===== config.mk =====
export PLATFORM = sky130hd
export DESIGN_NAME = lpht_control
export DESIGN_NICKNAME = d
export VERILOG_FILES = /design/src/design/lpht_pkg.sv /design/src/design/lpht_control.sv
export SDC_FILE = /design/constraint.sdc
export NUM_CORES = 1
export LEC_CHECK = 0
export BUFFER_PORTS_ARGS = -buffer_cell sky130_fd_sc_hd__buf_2
export CORE_AREA = 2 2 39 41
export CTS_CLUSTER_DIAMETER = 80
export DETAILED_ROUTE_END_ITERATION = 10
export DIE_AREA = 0 0 41 43
export PLACE_DENSITY_LB_ADDON = 0.2
export SLEW_MARGIN = 20
export SYNTH_ARGS = -nofsm -noshare
export SYNTH_HDL_FRONTEND = slang
export SYNTH_SLANG_ARGS = --single-unit

===== constraint.sdc =====
create_clock -name clock -period 1.9 [get_ports clock]
set_clock_uncertainty 0.05 [all_clocks]
set_input_delay 0.095 -clock clock [delete_from_list [all_inputs] [get_ports clock]]
set_output_delay 0.095 -clock clock [all_outputs]
set_load 0.01 [all_outputs]

===== src/design/lpht_pkg.sv =====
// ----------------------------------------------------------------------------
// Linear probe hash table package
// Shared constants, status codes and controller/datapath interface types.
// ----------------------------------------------------------------------------
package lpht_pkg;

   localparam logic [63:0] FNV_BASIS = 64'hcbf29ce484222325;
   localparam logic [63:0] FNV_PRIME = 64'h00000100000001b3;
   localparam logic [7:0]  LOAD_RESET = 8'hBF;
   localparam int          LOAD_SHIFT = 8;

   localparam logic [2:0] ST_ADDED    = 3'd0;
   localparam logic [2:0] ST_REPLACED = 3'd1;
   localparam logic [2:0] ST_FOUND    = 3'd2;
   localparam logic [2:0] ST_MISSING  = 3'd3;
   localparam logic [2:0] ST_FULL     = 3'd4;
   localparam logic [2:0] ST_BADKEY   = 3'd5;

   typedef struct packed {
      logic load;
      logic hash_step;
      logic hash_part;
      logic probe_start;
      logic probe_read;
      logic probe_next;
      logic write_new;
      logic write_value;
      logic set_result;
      logic [2:0] result_status;
      logic result_slot;
      logic result_value;
   } cmd_type;

   typedef struct packed {
      logic bad_key;
      logic over_load;
      logic is_add;
      logic hash_done;
      logic slot_empty;
      logic slot_match;
      logic pass_done;
   } sts_type;

endpackage


===== src/design/lpht_control.sv =====
// ----------------------------------------------------------------------------
// Linear probe hash table controller
// Sequences key and load checks, hashing, probing, update and result.
// ----------------------------------------------------------------------------
module lpht_control (
   input  logic               clock,
   input  logic               reset,
   input  logic               req_valid,
   output logic               req_stall,
   output logic               rsp_valid,
   input  logic               rsp_stall,
   output logic               busy,
   output lpht_pkg::cmd_type  cmd,
   input  lpht_pkg::sts_type  sts
);

   localparam logic [2:0] S_IDLE  = 3'd0;
   localparam logic [2:0] S_CHECK = 3'd1;
   localparam logic [2:0] S_MULA  = 3'd2;
   localparam logic [2:0] S_MULB  = 3'd3;
   localparam logic [2:0] S_READ  = 3'd4;
   localparam logic [2:0] S_TEST  = 3'd5;
   localparam logic [2:0] S_OUT   = 3'd6;

   logic [2:0] state_ff, state_in;

   assign req_stall = (state_ff != S_IDLE);
   assign rsp_valid = (state_ff == S_OUT);
   assign busy      = (state_ff != S_IDLE);

   always_comb begin
      state_in = state_ff;
      cmd      = '0;
      unique case (state_ff)
         S_IDLE: begin
            if (req_valid) begin
               cmd.load = 1'b1;
               state_in = S_CHECK;
            end
         end
         S_CHECK: begin
            if (sts.bad_key) begin
               cmd.set_result    = 1'b1;
               cmd.result_status = lpht_pkg::ST_BADKEY;
               state_in          = S_OUT;
            end else if (sts.is_add && sts.over_load) begin
               cmd.set_result    = 1'b1;
               cmd.result_status = lpht_pkg::ST_FULL;
               state_in          = S_OUT;
            end else begin
               state_in = S_MULA;
            end
         end
         S_MULA: begin
            if (sts.hash_done) begin
               cmd.probe_start = 1'b1;
               state_in        = S_READ;
            end else begin
               cmd.hash_part = 1'b1;
               state_in      = S_MULB;
            end
         end
         S_MULB: begin
            cmd.hash_step = 1'b1;
            state_in      = S_MULA;
         end
         S_READ: begin
            if (sts.pass_done) begin
               cmd.set_result    = 1'b1;
               cmd.result_status = sts.is_add ? lpht_pkg::ST_FULL : lpht_pkg::ST_MISSING;
               state_in          = S_OUT;
            end else begin
               cmd.probe_read = 1'b1;
               state_in       = S_TEST;
            end
         end
         S_TEST: begin
            if (sts.slot_empty) begin
               cmd.set_result = 1'b1;
               if (sts.is_add) begin
                  cmd.write_new     = 1'b1;
                  cmd.result_status = lpht_pkg::ST_ADDED;
                  cmd.result_slot   = 1'b1;
               end else begin
                  cmd.result_status = lpht_pkg::ST_MISSING;
               end
               state_in = S_OUT;
            end else if (sts.slot_match) begin
               cmd.set_result  = 1'b1;
               cmd.result_slot = 1'b1;
               if (sts.is_add) begin
                  cmd.write_value   = 1'b1;
                  cmd.result_status = lpht_pkg::ST_REPLACED;
               end else begin
                  cmd.result_value  = 1'b1;
                  cmd.result_status = lpht_pkg::ST_FOUND;
               end
               state_in = S_OUT;
            end else begin
               cmd.probe_next = 1'b1;
               state_in       = S_READ;
            end
         end
         S_OUT: begin
            if (!rsp_stall) begin
               state_in = S_IDLE;
            end
         end
         default: state_in = S_IDLE;
      endcase
   end

   always_ff @(posedge clock) begin
      if (reset) begin
         state_ff <= S_IDLE;
      end else begin
         state_ff <= state_in;
      end
   end

endmodule

==> flow_metrics.env <==
export IMPL_synth_seq_cells=3
export IMPL_largest_register="state_ff"
export IMPL_final_area_um2=555.5
export IMPL_drc_errors=0
export IMPL_status="finished clean"
export IMPL_die_h_um=43
export IMPL_reg_top3="state_ff x3"
export IMPL_pwr_share_seq_pct=24.4
export IMPL_overflow=0
export IMPL_antenna_cells=0
export IMPL_vias_per_cell=4.949
export IMPL_grt_pass1_wl_um=1518
export IMPL_p_switching_mw=0.1998
export IMPL_grt_pass1_vias=361
export IMPL_std_cell_rows=14
export IMPL_period_share_pct=88.17
export IMPL_critPathSlowestCell="dfxtp_1"
export IMPL_clk_path_buf_depth=2
export IMPL_cts_tree="built"
export IMPL_post_route_util_pct=40.14
export IMPL_crit_arrival_ps=1530
export IMPL_finalCriticalPeriod_ps=1675
export IMPL_setup_viol=0
export IMPL_timing_hold_ws_ps=192.4
export IMPL_grt_max_degree=12
export IMPL_dp_hpwl_um=834
export IMPL_fmax_ghz=0.5969
export IMPL_syn2layout_area_growth_pct=44.16
export IMPL_slew_limit_headroom_pct=75.94
export IMPL_drt_first_iter_violations=6
export IMPL_crit_family="flip-flops"
export IMPL_seq_area_frac_synth_pct=15.58
export IMPL_initial_core_util_pct=27.85
export IMPL_cp_buffers_inverters=1
export IMPL_max_cap_viol_count=0
export IMPL_max_slew_worst_pin_slew_ps=360.4
export IMPL_end_kind="primary output"
export IMPL_htree_num_levels=1
export IMPL_n_fill_cell=148
export IMPL_globalplace_congestion=0.7601
export IMPL_cts_made_buffers=3
export IMPL_coreArea_um2=1384
export IMPL_power_leakage_nw=0.2764
export IMPL_dr_pass1_iters=4
export IMPL_hold_viol_final=0
export IMPL_ys_types=27
export IMPL_critical_path_class="flip-flop to primary output"
export IMPL_dieArea_um2=1763
export IMPL_clock_sinks=3
export IMPL_final_common_cell="buf_2"
export IMPL_critical_path_required_ps=1750
export IMPL_synth_avg_cell_area_um2=7.271
export IMPL_intPower_mw=0.2715
export IMPL_most_common_layout_cells="buf_2, nor2_1, nand2_1, nor3_1"
export IMPL_io_pins=28
export IMPL_largest_register_ffs=3
export IMPL_slew_violations=0
export IMPL_p_clk_share_pct=23.7
export IMPL_clock_latency_ps=230
export IMPL_fin_nets=94
export IMPL_vias=485
export IMPL_syn_area_um2=385.4
export IMPL_ant_nets=0
export IMPL_routedWlPerCell_um=10.98
export IMPL_cp_slowest_stage_delay_ps=510
export IMPL_cts_root_buf="clkbuf_4"
export IMPL_clkTransAtPathRegs_ps=40
export IMPL_antenna_found_initial=0
export IMPL_yosys_warnings=0
export IMPL_ir_drop_uv=399.9
export IMPL_cp_start_kind="flip-flop"
export IMPL_place_area_um2=519.2
export IMPL_drt_wl_total_um=1076
export IMPL_grt_setup_unrepaired="false"
export IMPL_die_w_um=41
export IMPL_track_usage_pct=12.94
export IMPL_post_cts_resize_count=0
export IMPL_netlist_instances=53
export IMPL_setup_tns_ps=0
export IMPL_crit_fanout=11
export IMPL_swShare_pct=42.39
export IMPL_worstHoldPathType="input pin to flip-flop"
export IMPL_portBuffers=27
export IMPL_cp_cell_sequence="nand3b_1 -> nor3_2 -> a311o_1 -> buf_2"
export IMPL_combPwrFrac_pct=51.9
export IMPL_syn_num_nets=64
export IMPL_drive_gt1_share_pct=43.90
export IMPL_power_density_nw_per_um2=848.3
power groups by stage:
stage / clock, mW / combinational [mW] / sequential [mW]
2_1_floorplan: 0 / 0.209 / 0.0863
3_3_place_gp: 0 / 0.244 / 0.115
3_5_place_dp: 0 / 0.243 / 0.116
4_1_cts: 0.117 / 0.247 / 0.115
5_1_grt: 0.130 / 0.265 / 0.119
6_report: 0.112 / 0.244 / 0.115
per-stage QoR:
step	power [mW]	std cells	setup slack (ps)
4_1_cts	0.4784	98	208.0
6_report	0.4712	98	224.8
2_1_floorplan	0.2949	53	672.5
3_3_place_gp	0.3594	93	482.4
3_5_place_dp	0.3591	93	458.8
5_1_grt	0.5136	98	111.3
cell usage after synthesis:
cell / n / area [um2]
o21bai_1: 1 / 7.510
nor4bb_4: 1 / 25.02
o21ai_0: 2 / 10.01
nor3b_1: 1 / 7.510
inv_1: 2 / 7.510
nor2_1: 6 / 22.52
a311o_1: 1 / 10.01
nor3_1: 5 / 25.02
o31ai_1: 2 / 15.01
nand3_1: 2 / 10.01
nand2_1: 5 / 18.77
buf_2: 2 / 10.01
a21o_1: 1 / 7.510
mux2i_1: 1 / 10.01
dfxtp_1: 3 / 60.06
nor2b_1: 3 / 18.77
a211o_1: 1 / 8.760
buf_6: 1 / 11.26
and2_1: 2 / 12.51
nand2b_4: 1 / 13.76
a31oi_1: 2 / 12.51
a21oi_1: 2 / 10.01
nor3_2: 1 / 10.01
nor4_2: 1 / 12.51
nand3b_1: 1 / 7.510
nand2b_1: 1 / 6.260
buf_4: 2 / 15.01
per-layer routing:
metal,track usage [%],share of wire [%]
met1,16.03,47
met4,8.000,0
met5,0,0
met3,4.712,7.8
met2,18.13,45
tightest hold or removal path: stages:
cell,delay (ps)
buf_2,130
o21ai_0,80
o31ai_1,70
nor3_1,40
timing repair:
action	4_1_cts	5_1_grt
buffers inserted	0	0
endpoints found under the hold margin	3	0
hold buffers	1	0
final timing paths:
path | cells after the start | slack, ps | end | start
max | 4 | 220 | cmd[2] | state_ff[1]$_SDFFE_PP0P_
min | 4 | 190 | state_ff[0]$_SDFFE_PP0P_ | sts[0]
max reg2reg | 4 | 660 | state_ff[2]$_SDFFE_PP0P_ | state_ff[0]$_SDFFE_PP0P_
min reg2reg | 2 | 600 | state_ff[1]$_SDFFE_PP0P_ | state_ff[1]$_SDFFE_PP0P_
layout make-up:
cell class	instances	area, um2	share of cell area (%)
clock buffer	4	26.28	4.730
inverter	2	7.507	1.351
multi-input combinational	43	281.5	50.68
sequential	3	60.06	10.81
tap	16	20.02	3.604
timing repair buffer	30	160.2	28.83
logic make-up (layout without fill, tap and decap cells):
logic type             Yosys count  after routing  synth area share (%)
AO/OA/AOI/OAI                   12             12                 21.10
buffers and inverters            7             36                 11.36
flip-flops                       3              3                 15.59
multiplexers                     1              1                 2.598
AND/OR/NAND/NOR                 30             30                 49.35
No activity file was read; power rests on OpenSTA's default activity.
